**src/hw/rtl/ssl_pkg.sv**
```systemverilog
package ssl_pkg;

    // Arctangent iterations and table
    localparam int CORDIC_STEPS = 16;
    localparam int TABLE_LEN    = 24;
    localparam int CORDIC_N     = (CORDIC_STEPS > TABLE_LEN) ? TABLE_LEN : CORDIC_STEPS;

    // Vectoring datapath
    localparam int NORM_STEPS = 6;
    localparam int NORM_TOP   = 47;
    localparam int VEC_IN_W   = 51;
    localparam int VEC_W      = 54;
    localparam int ANG_W      = 24;

    // Distance and steering datapath
    localparam int POS_W       = 32;
    localparam int OFS_W       = 33;
    localparam int ERR_W       = 26;
    localparam int DIST_W      = 33;
    localparam int SQ_W        = 66;
    localparam int SQRT_STAGES = 33;
    localparam int REM_W       = 36;
    localparam int NUM_W       = 49;
    localparam int DEN_W       = 29;
    localparam int PROD_W      = 43;
    localparam int DELTA_W     = 32;
    localparam int MAG_W       = 23;
    localparam int SCL_W       = 25;
    localparam int QUO_W       = 17;
    localparam int RCP_W       = 33;

    // Queue between front and back
    localparam int QUEUE_DEPTH = 4;
    localparam int QPTR_W      = 2;

    localparam logic signed [ANG_W-1:0] HALF_PI_Q20 = 24'sd1647099;
    localparam logic signed [ERR_W-1:0] PI_ERR      = 26'sd3294199;
    localparam logic signed [ERR_W-1:0] TWO_PI_ERR  = 26'sd6588397;

    // Divide by 768 as (v >> 8) * ceil(2^17 / 3) >> 17, exact below 2^17
    localparam logic [QUO_W-1:0] RECIP_3 = 17'd43691;
    localparam logic [SCL_W-1:0] ROUND_768 = 25'd384;
    localparam logic signed [15:0] STEER_LIMIT = 16'sd27307;

    // Reset values of the registers
    localparam logic [15:0] CROSS_GAIN_RST   = 16'd3277;
    localparam logic [15:0] HEADING_GAIN_RST = 16'd3277;
    localparam logic [15:0] SOFT_SPEED_RST   = 16'd5120;
    localparam logic [14:0] MAX_STEER_RST    = 15'd9830;

    typedef enum logic [1:0] {
        CFG_CROSS_GAIN,
        CFG_HEADING_GAIN,
        CFG_SOFT_SPEED,
        CFG_MAX_STEER
    } t_cfg_idx;

    typedef struct packed {
        logic [15:0] cross_gain;
        logic [15:0] heading_gain;
        logic [15:0] softening_speed;
        logic [14:0] max_steer;
    } t_cfg;

    typedef struct packed {
        logic signed [OFS_W-1:0] dx;
        logic signed [OFS_W-1:0] dy;
        logic signed [15:0]      heading;
        logic [15:0]             speed;
    } t_item;

    typedef struct packed {
        t_item                   item;
        logic signed [ERR_W-1:0] err;
    } t_side;

    function automatic logic signed [ANG_W-1:0] atan_q20(input int idx);
        logic signed [ANG_W-1:0] v;
        case (idx)
            0:       v = 24'sd823550;
            1:       v = 24'sd486170;
            2:       v = 24'sd256879;
            3:       v = 24'sd130396;
            4:       v = 24'sd65451;
            5:       v = 24'sd32757;
            6:       v = 24'sd16383;
            7:       v = 24'sd8192;
            8:       v = 24'sd4096;
            9:       v = 24'sd2048;
            10:      v = 24'sd1024;
            11:      v = 24'sd512;
            12:      v = 24'sd256;
            13:      v = 24'sd128;
            14:      v = 24'sd64;
            15:      v = 24'sd32;
            16:      v = 24'sd16;
            17:      v = 24'sd8;
            18:      v = 24'sd4;
            19:      v = 24'sd2;
            20:      v = 24'sd1;
            default: v = '0;
        endcase
        return v;
    endfunction

endpackage

```
**src/hw/rtl/ssl_front.sv**
```systemverilog
module ssl_front import ssl_pkg::*; (
    input  logic                    i_clk,
    input  logic                    i_rst_n,
    input  logic                    i_valid,
    output logic                    o_stall,
    input  logic signed [POS_W-1:0] i_pos_x,
    input  logic signed [POS_W-1:0] i_pos_y,
    input  logic signed [15:0]      i_heading,
    input  logic [15:0]             i_speed,
    input  logic signed [POS_W-1:0] i_target_x,
    input  logic signed [POS_W-1:0] i_target_y,
    input  logic                    i_q_full,
    output logic                    o_q_push,
    output t_item                   o_q_item
);

    logic  r_vld;
    t_item r_item;
    t_item n_item;
    logic  load;

    // Hold the request while the queue is full
    assign o_stall  = r_vld && i_q_full;
    assign o_q_push = r_vld && !i_q_full;
    assign o_q_item = r_item;
    assign load     = !o_stall;

    // Form the offset to the target at full width
    always_comb begin
        n_item.dx      = OFS_W'(i_target_x) - OFS_W'(i_pos_x);
        n_item.dy      = OFS_W'(i_target_y) - OFS_W'(i_pos_y);
        n_item.heading = i_heading;
        n_item.speed   = i_speed;
    end

    always_ff @(posedge i_clk) begin
        if (!i_rst_n) begin
            r_vld <= 1'b0;
        end else if (load) begin
            r_vld <= i_valid;
        end
    end

    always_ff @(posedge i_clk) begin
        if (load && i_valid) begin
            r_item <= n_item;
        end
    end

endmodule

```
**config.mk**
```make
export PLATFORM = sky130hd
export DESIGN_NAME = ssl_front
export DESIGN_NICKNAME = d
export VERILOG_FILES = /design/src/hw/rtl/ssl_pkg.sv /design/src/hw/rtl/ssl_front.sv
export SDC_FILE = /design/constraint.sdc
export NUM_CORES = 1
export LEC_CHECK = 0
export BUFFER_PORTS_ARGS = -buffer_cell sky130_fd_sc_hd__buf_4
export CORE_ASPECT_RATIO = 1.2
export CORE_MARGIN = 2
export CORE_UTILIZATION = 45
export DETAILED_ROUTE_END_ITERATION = 12
export PLACE_DENSITY = 0.73
export SYNTH_ARGS = -nofsm -noshare
export SYNTH_HDL_FRONTEND = slang
export SYNTH_SLANG_ARGS = --single-unit
```
**constraint.sdc**
```tcl
create_clock -name i_clk -period 7.42 [get_ports i_clk]
set_input_delay 1.113 -clock i_clk [delete_from_list [all_inputs] [get_ports i_clk]]
set_output_delay 1.113 -clock i_clk [all_outputs]
set_load 0.005 [all_outputs]
```
==> out/qor.txt <==
outcome: completed
Final Non-Filler Cells: 1148
initial drt markers: 354
register area share after synthesis: 0.426
placed insts: 1132
initial antenna violation count: 0
Critical Path Source Type: primary input
cts hold-fix bufs: 0
syn_area_per_cell: 10.2 um2
setup TNS: 0 ns
top_reg_cell synth: edfxtp_1
Ys Warns: 0
diodes inserted: 0
Placed Area: 9130 um2
Post-synth EDFFs: 98
die width: 117 um
Min-Delay Path Class: reg2reg
fin worst setup slack: 4.32 ns
total track usage: 0.218
vias in the first global route: 5865
global-route wire length before repair: 29000 um
Slew @ Worst Pin: 0.953 ns
Worst setup EP type: flop
DRT Wirelength: 18100 um
largest net degree at the start of global routing: 77
TritonRoute pass-1 iters: 5
Post-synth ARST share: 0
#FFs+latches synth: 99
Layout Utilization: 0.625
Yosys top cell by area: edfxtp_1
fin area: 9420 um2
CP Data Required Time: 7.50 ns
Power Dens Cells: 183 nW/um2
Achievable Freq: 0.323 GHz
Overall Power: 1.73 mW
maximum VDD drop: 109 uV
Cells after Synth: 680
leakage: 4.39 nW
vias per cell: 5.22
Net count, final: 1169
maximum clock path buffer count: 2
clock slew at reported path FFs: 0.08 ns
worst slack, placed: 3.98 ns
die area: 16500 um2
Crit Path Class: in2reg
unrepaired setup endpoints after global routing: false
Distinct cells, synth: 71
post-route ant nets: 0
Rel. slew slack: 0.364
Overflow after GRT: 0
share of cells above drive strength 1: 0.344
CTS Sinks: 99
DR WL/cell: 15.8 um
port bufs: 263
vias post-DR: 5990
Arr. time, crit path: 3.18 ns
max-slew violations: 0
crit path max fanout: 5
WHS: 0.696 ns
worst-skew pair later-pin latency: 0.34 ns
DP HPWL: 14900 um
synth top area cells: edfxtp_1, ha_1, a21oi_1
area share of the largest cell type after synthesis: 0.423
Core Area: 15100 um2
Tmin final: 3.10 ns
Fin Clk Skew: 0.00866 ns
P&R area growth vs syn: 35.4%
max_cap viols: 0
buffer count from post-CTS setup fixing: 0
Num CTS Buffers: 9
Starting Density: 0.461
CTS tree: yes
post_cts resized: 0
H-tree depth: 3
Placer Congestion: 0.891
Die Y: 140 um
# rows: 49
Final Setup Violations: 0
Clock Tree Root: clkbuf_16
Cell Area, Synth: 6960 um2
Hold Violations, Final: 0
drt drc: 0
syn_nets: 910
final period utilization: 0.418
I/O pin cnt: 264
[power by group]
group,switching (mW),internal [mW],leakage (nW)
Clock,0.217,0.245,0.144
Combinational,0.274,0.270,3.29
Sequential,0.0194,0.701,0.957
Total,0.511,1.22,4.39
[sequential cells by signal, summed over array words and instances, names as in the netlist]
name / flops
r_vld: 1
o_q_item: 98
[critical path, cell delays in order]
cell and delay (ns):
buf_4 0.11, ha_1 0.23, fa_1 0.40, nand2b_1 0.19
a21oi_2 0.20, o31ai_4 0.12, o21ai_2 0.21, a41oi_2 0.22
o31ai_2 0.29, xor2_1 0.09
[cell type report]
cell class              count  area, um2
fillers                  1306       5660
clock inverters             6       56.3
repair buffers            264       1980
well taps                 204        255
flip-flops and latches     99       2960
clock buffers              10        239
inverters                  82        308
multi-input cells         483       3620
[Yosys cell counts, drive strengths merged (3+ instances only)]
| cell | count |
|---|---|
| a211o | 4 |
| a211oi | 6 |
| a21o | 30 |
| a21oi | 70 |
| a31oi | 3 |
| a41oi | 3 |
| and2 | 4 |
| and3 | 4 |
| buf | 4 |
| clkbuf | 12 |
| edfxtp | 98 |
| ha | 64 |
| inv | 82 |
| nand2 | 48 |
| nand2b | 9 |
| nand3 | 14 |
| nand4 | 13 |
| nor2 | 40 |
| nor2b | 6 |
| nor3 | 11 |
| o2111ai | 4 |
| o211ai | 9 |
| o21a | 12 |
| o21ai | 31 |
| o21bai | 9 |
| o31ai | 6 |
| or2 | 4 |
| xnor2 | 33 |
| xor2 | 23 |
[worst paths after layout]
kind | start | to | slack [ns] | depth (start not counted)
max | i_pos_x[0] | o_q_item[95] | 4.32 | 10
min | r_vld | r_vld | 0.70 | 2
max reg2reg | r_vld | o_q_item[89] | 5.09 | 3
min reg2reg | r_vld | r_vld | 0.70 | 2
[layout by cell type (no fill, tap or decap), types with 4 or more instances in the layout]
cell and count:
nand2b_1 9, a21oi_1 62, and2_1 4, nor3_1 10, nand2_1 47, xnor2_1 33, o21a_1 11, nor2_1 40
o21bai_1 9, a21o_1 28, nand4_1 12, o21ai_2 5, ha_1 64, inv_1 82, xor2_1 23, o2111ai_1 4
buf_4 264, o21ai_0 25, edfxtp_1 98, a211o_1 4, nand3_1 14, a21oi_2 7, clkbuf_16 9, o211ai_1 6
nor2b_1 5
[logic make-up after synthesis]
kind of cell / after synthesis / share of synthesized area
compound gates: 200 / 0.213
xor+xnor: 56 / 0.0705
fa+ha+maj: 66 / 0.121
buf+inv: 98 / 0.0550
flops: 99 / 0.426
simple gates: 161 / 0.115
[per-layer routing]
metal / GRT usage / vias to the layer above / wire (um)
li1: - / 2966 / -
met1: 0.260 / 2756 / 7030
met2: 0.397 / 245 / 9310
met3: 0.0423 / 23 / 1350
met4: 0.0672 / 0 / 401
met5: 0 / - / 0
Note: power is estimated with default switching activity, not from simulation.
