## config.mk

```make
export PLATFORM = sky130hd
export DESIGN_NAME = ssl_queue
export DESIGN_NICKNAME = d
export VERILOG_FILES = /design/src/hw/rtl/ssl_pkg.sv /design/src/hw/rtl/ssl_queue.sv
export SDC_FILE = /design/constraint.sdc
export NUM_CORES = 1
export LEC_CHECK = 0
export BUFFER_PORTS_ARGS = -buffer_cell sky130_fd_sc_hd__clkbuf_2
export CORE_MARGIN = 2
export CORE_UTILIZATION = 45
export CTS_CLUSTER_SIZE = 10
export DETAILED_ROUTE_END_ITERATION = 12
export GPL_TIMING_DRIVEN = 0
export PLACE_DENSITY = 0.75
export SETUP_SLACK_MARGIN = 0.3
export SLEW_MARGIN = 20
export SYNTH_ARGS = -nofsm -noshare
export SYNTH_HDL_FRONTEND = slang
export SYNTH_SLANG_ARGS = --single-unit
```

## constraint.sdc

```tcl
create_clock -name i_clk -period 5.1 [get_ports i_clk]
set_input_delay 0.765 -clock i_clk [delete_from_list [all_inputs] [get_ports i_clk]]
set_output_delay 0.765 -clock i_clk [all_outputs]
set_load 0.05 [all_outputs]
```

## src/hw/rtl/ssl_pkg.sv

```systemverilog
package ssl_pkg;

    // Arctangent iterations and table
    localparam int CORDIC_STEPS = 16;
    localparam int TABLE_LEN    = 24;
    localparam int CORDIC_N     = (CORDIC_STEPS > TABLE_LEN) ? TABLE_LEN : CORDIC_STEPS;

    // Vectoring datapath
    localparam int NORM_STEPS = 6;
    localparam int NORM_TOP   = 47;
    localparam int VEC_IN_W   = 51;
    localparam int VEC_W      = 54;
    localparam int ANG_W      = 24;

    // Distance and steering datapath
    localparam int POS_W       = 32;
    localparam int OFS_W       = 33;
    localparam int ERR_W       = 26;
    localparam int DIST_W      = 33;
    localparam int SQ_W        = 66;
    localparam int SQRT_STAGES = 33;
    localparam int REM_W       = 36;
    localparam int NUM_W       = 49;
    localparam int DEN_W       = 29;
    localparam int PROD_W      = 43;
    localparam int DELTA_W     = 32;
    localparam int MAG_W       = 23;
    localparam int SCL_W       = 25;
    localparam int QUO_W       = 17;
    localparam int RCP_W       = 33;

    // Queue between front and back
    localparam int QUEUE_DEPTH = 4;
    localparam int QPTR_W      = 2;

    localparam logic signed [ANG_W-1:0] HALF_PI_Q20 = 24'sd1647099;
    localparam logic signed [ERR_W-1:0] PI_ERR      = 26'sd3294199;
    localparam logic signed [ERR_W-1:0] TWO_PI_ERR  = 26'sd6588397;

    // Divide by 768 as (v >> 8) * ceil(2^17 / 3) >> 17, exact below 2^17
    localparam logic [QUO_W-1:0] RECIP_3 = 17'd43691;
    localparam logic [SCL_W-1:0] ROUND_768 = 25'd384;
    localparam logic signed [15:0] STEER_LIMIT = 16'sd27307;

    // Reset values of the registers
    localparam logic [15:0] CROSS_GAIN_RST   = 16'd3277;
    localparam logic [15:0] HEADING_GAIN_RST = 16'd3277;
    localparam logic [15:0] SOFT_SPEED_RST   = 16'd5120;
    localparam logic [14:0] MAX_STEER_RST    = 15'd9830;

    typedef enum logic [1:0] {
        CFG_CROSS_GAIN,
        CFG_HEADING_GAIN,
        CFG_SOFT_SPEED,
        CFG_MAX_STEER
    } t_cfg_idx;

    typedef struct packed {
        logic [15:0] cross_gain;
        logic [15:0] heading_gain;
        logic [15:0] softening_speed;
        logic [14:0] max_steer;
    } t_cfg;

    typedef struct packed {
        logic signed [OFS_W-1:0] dx;
        logic signed [OFS_W-1:0] dy;
        logic signed [15:0]      heading;
        logic [15:0]             speed;
    } t_item;

    typedef struct packed {
        t_item                   item;
        logic signed [ERR_W-1:0] err;
    } t_side;

    function automatic logic signed [ANG_W-1:0] atan_q20(input int idx);
        logic signed [ANG_W-1:0] v;
        case (idx)
            0:       v = 24'sd823550;
            1:       v = 24'sd486170;
            2:       v = 24'sd256879;
            3:       v = 24'sd130396;
            4:       v = 24'sd65451;
            5:       v = 24'sd32757;
            6:       v = 24'sd16383;
            7:       v = 24'sd8192;
            8:       v = 24'sd4096;
            9:       v = 24'sd2048;
            10:      v = 24'sd1024;
            11:      v = 24'sd512;
            12:      v = 24'sd256;
            13:      v = 24'sd128;
            14:      v = 24'sd64;
            15:      v = 24'sd32;
            16:      v = 24'sd16;
            17:      v = 24'sd8;
            18:      v = 24'sd4;
            19:      v = 24'sd2;
            20:      v = 24'sd1;
            default: v = '0;
        endcase
        return v;
    endfunction

endpackage

```

## src/hw/rtl/ssl_queue.sv

```systemverilog
module ssl_queue import ssl_pkg::*; (
    input  logic  i_clk,
    input  logic  i_rst_n,
    input  logic  i_push,
    input  t_item i_item,
    input  logic  i_pop,
    output logic  o_full,
    output logic  o_empty,
    output t_item o_head
);

    t_item             r_mem [QUEUE_DEPTH];
    logic [QPTR_W-1:0] r_wr;
    logic [QPTR_W-1:0] r_rd;
    logic [QPTR_W:0]   r_cnt;

    assign o_full  = (r_cnt == (QPTR_W+1)'(QUEUE_DEPTH));
    assign o_empty = (r_cnt == '0);
    assign o_head  = r_mem[r_rd];

    // Advance pointers and count
    always_ff @(posedge i_clk) begin
        if (!i_rst_n) begin
            r_wr  <= '0;
            r_rd  <= '0;
            r_cnt <= '0;
        end else begin
            if (i_push) begin
                r_wr <= r_wr + 1'b1;
            end
            if (i_pop) begin
                r_rd <= r_rd + 1'b1;
            end
            if (i_push && !i_pop) begin
                r_cnt <= r_cnt + 1'b1;
            end else if (i_pop && !i_push) begin
                r_cnt <= r_cnt - 1'b1;
            end
        end
    end

    always_ff @(posedge i_clk) begin
        if (i_push) begin
            r_mem[r_wr] <= i_item;
        end
    end

    assert property (@(posedge i_clk) disable iff (!i_rst_n)
        (o_full && !i_pop) |-> !i_push)
        else $error("queue written while full");

    assert property (@(posedge i_clk) disable iff (!i_rst_n)
        (i_push && !i_pop) |=> !o_empty)
        else $error("queue empty after a lone write");

    assert property (@(posedge i_clk) disable iff (!i_rst_n)
        r_cnt <= (QPTR_W+1)'(QUEUE_DEPTH))
        else $error("queue count above depth");

endmodule

```

==> metrics.cfg <==
[run_status]
status=finished, final reports clean

[critical_path]
critPathMaxFanout=10
path_cells=buf_2 > clkbuf_1 > mux4_2 > clkbuf_2
worstPathArrival_ns=2.40
crit_required_ns=4.34
startpoint_type=flop
cp_top_family=buffers and inverters
worstSetupPathType=flop to output pin
worstSetupEndpointType=output pin
crit_buf_inv=3
slowest_stage=clkbuf_1
slowest_delay_ns=0.60

[power_and_ir_drop]
ir_drop_v=0.000369
power_density_mw_per_mm2=444
p_total_mw=7.81
power.leakage_nw=5.98

[final_layout]
area_delta_synth_final_pct=20.8
nets=921
stdcell_count=1239
fin_area_mm2=0.0176
seq_area_mm2=0.0120
fillers=2373
layout-drive-gt1-share_pct=45.1
multiInputGateArea_mm2=0.00247

[run]
maxCapViolCount=0

[synth]
synth.avg_cell_area_um2=26.3
synth-seq-cells=401
synth_cell_type_count=23
synth_ff_type=edfxtp_1
synth-seq-area-share_pct=82.0
async_flop_share_pct=0
synth.largest_area_cell=edfxtp_1
synth_edf_count=392
synthCells=555
netlist.area_leader.share_pct=80.8
ys_warn_count=0
synthTopCellsByArea=edfxtp_1, mux4_2, dfxtp_1
syn_area_mm2=0.0146
synth_nets=663

[die]
fp.coreArea_mm2=0.0317
ios=202
die_h_um=184
placementRows=65
die_x_um=184
start_util_pct=45.9
fp.dieArea_mm2=0.0338

[global_route]
overflow=0
track_usage_pct=16.0
grt_pass1_wl_um=40500
grt_pass1_vias=7090
antenna_found_initial=2
grt_max_degree=46

[route]
wl_per_cell_um=21.5
routed_wl_um=26700
drt-vias-per-instance=5.28
drtAntennaViolNets=0
drt-initial-drc-count=487
route.vias.total=6538
drt-pass1-iter-count=5
drcViolationCount=0

[placed_design]
place_congestion=0.700
place_inst=1166
dp.final_hpwl_um=16500
port_buffers=201
placed_area_mm2=0.0163

[timing]
drv_slew=0
maxSlewHeadroom_pct=51.9
fin_skew_ns=0.0116
period_share_pct=62.0
final-hold-violation-count=0
rsz0062_at_grt=no
worst_slew_pin_slew_ns=0.721
fin_crit_ns=3.16
finalSetupViolations=0
clock.fmax_mhz=316

[clock_network]
cts_made_buffers=47
hold_buffers=0
cts.sinks=401
clk_transition_reported_paths_ns=0.05
htree_num_levels=2
postCtsSetupBuffers=0
cts_tree=done
cts_resized=0
clk_latency_ns=0.54
clockBufferDepth=3
root_buffer=clkbuf_16

[hold_path]
hold_class=input pin to flop

[Yosys cell counts, types with 2 or more instances]
cell      count
clkbuf_1      7
nor2b_1       2
ha_1          5
xnor2_1       2
buf_12        2
dfxtp_1       9
mux2i_1       2
inv_1         4
mux4_2       98
xor2_1        3
and2_1        9
edfxtp_1    392
buf_2        10
[worst paths after layout]
kind,startpoint,endpoint,slack (ns),cells after the start
max,flop,o_head[89],1.94,4
max reg2reg,r_wr[0],r_mem[1][40],3.23,4
min,i_item[52],r_mem[2][52],0.45,1
min reg2reg,r_cnt[2],r_cnt[2],0.53,2
[per-layer routing]
layer	wire length [µm]	GRT usage [%]	up-vias	part of all wire (%)
met5	16	0	-	0.060
met4	610	4.96	2	2.3
met2	13300	26.9	212	50
met1	10700	20.0	3369	40
li1	-	-	2899	-
met3	2050	4.99	56	7.7
[layout by cell type, fill, tap and decap left out, drive strengths merged]
cell / instances
and2: 9
fa: 1
diode: 1
ha: 5
bufinv: 1
buf: 23
or3: 1
clkinvlp: 1
mux4: 98
edfxtp: 392
clkbuf: 276
inv: 5
mux2i: 2
a21boi: 1
xor2: 3
nor3b: 1
dfxtp: 9
nor3: 1
nand2: 1
clkinv: 1
xnor2: 2
o21ai: 1
nor2b: 2
[power by group]
group | leakage, nW | switching [mW] | internal (mW)
clock | 0.627 | 1.16 | 1.73
combinational | 1.68 | 0.763 | 0.331
sequential | 3.67 | 0.0356 | 3.79
[metrics by stage]
stage | setup WS (ns) | utilization [%] | hold WS [ns] | setup TNS (ns)
2_1_floorplan | 1.60 | - | 0.472 | 0
3_3_place_gp | -0.408 | 50.7 | 0.496 | -150.65
3_5_place_dp | 2.41 | 51.4 | 0.514 | 0
4_1_cts | 1.83 | 55.5 | 0.420 | 0
5_1_grt | 1.78 | 55.5 | 0.429 | 0
6_report | 1.94 | 55.5 | 0.448 | 0
[layout make-up]
type,count,share of cell area (%)
Sequential cell,401,67.9
Inverter,4,0.0853
Antenna cell,1,0.0142
Clock inverter,4,0.291
Multi-Input combinational cell,128,14.0
Buffer,22,0.853
Clock buffer,68,7.13
Timing Repair Buffer,209,6.84
Tap cell,402,2.86
[cells by family after synthesis]
family          Yosys count  share of synthesized area, %
flops                   401                          82.0
simple gates             15                         0.627
compound gates            2                        0.0858
xor+xnor                  5                         0.301
mux                     100                          15.3
fa+ha+maj                 6                         0.567
buf+inv                  26                          1.13
[registers in the layout (all words and copies together), names as in the netlist, named ones only]
register and flops:
r_mem 392, r_cnt 3, r_rd 2, r_wr 2
No activity file was read; power rests on OpenSTA's default activity.
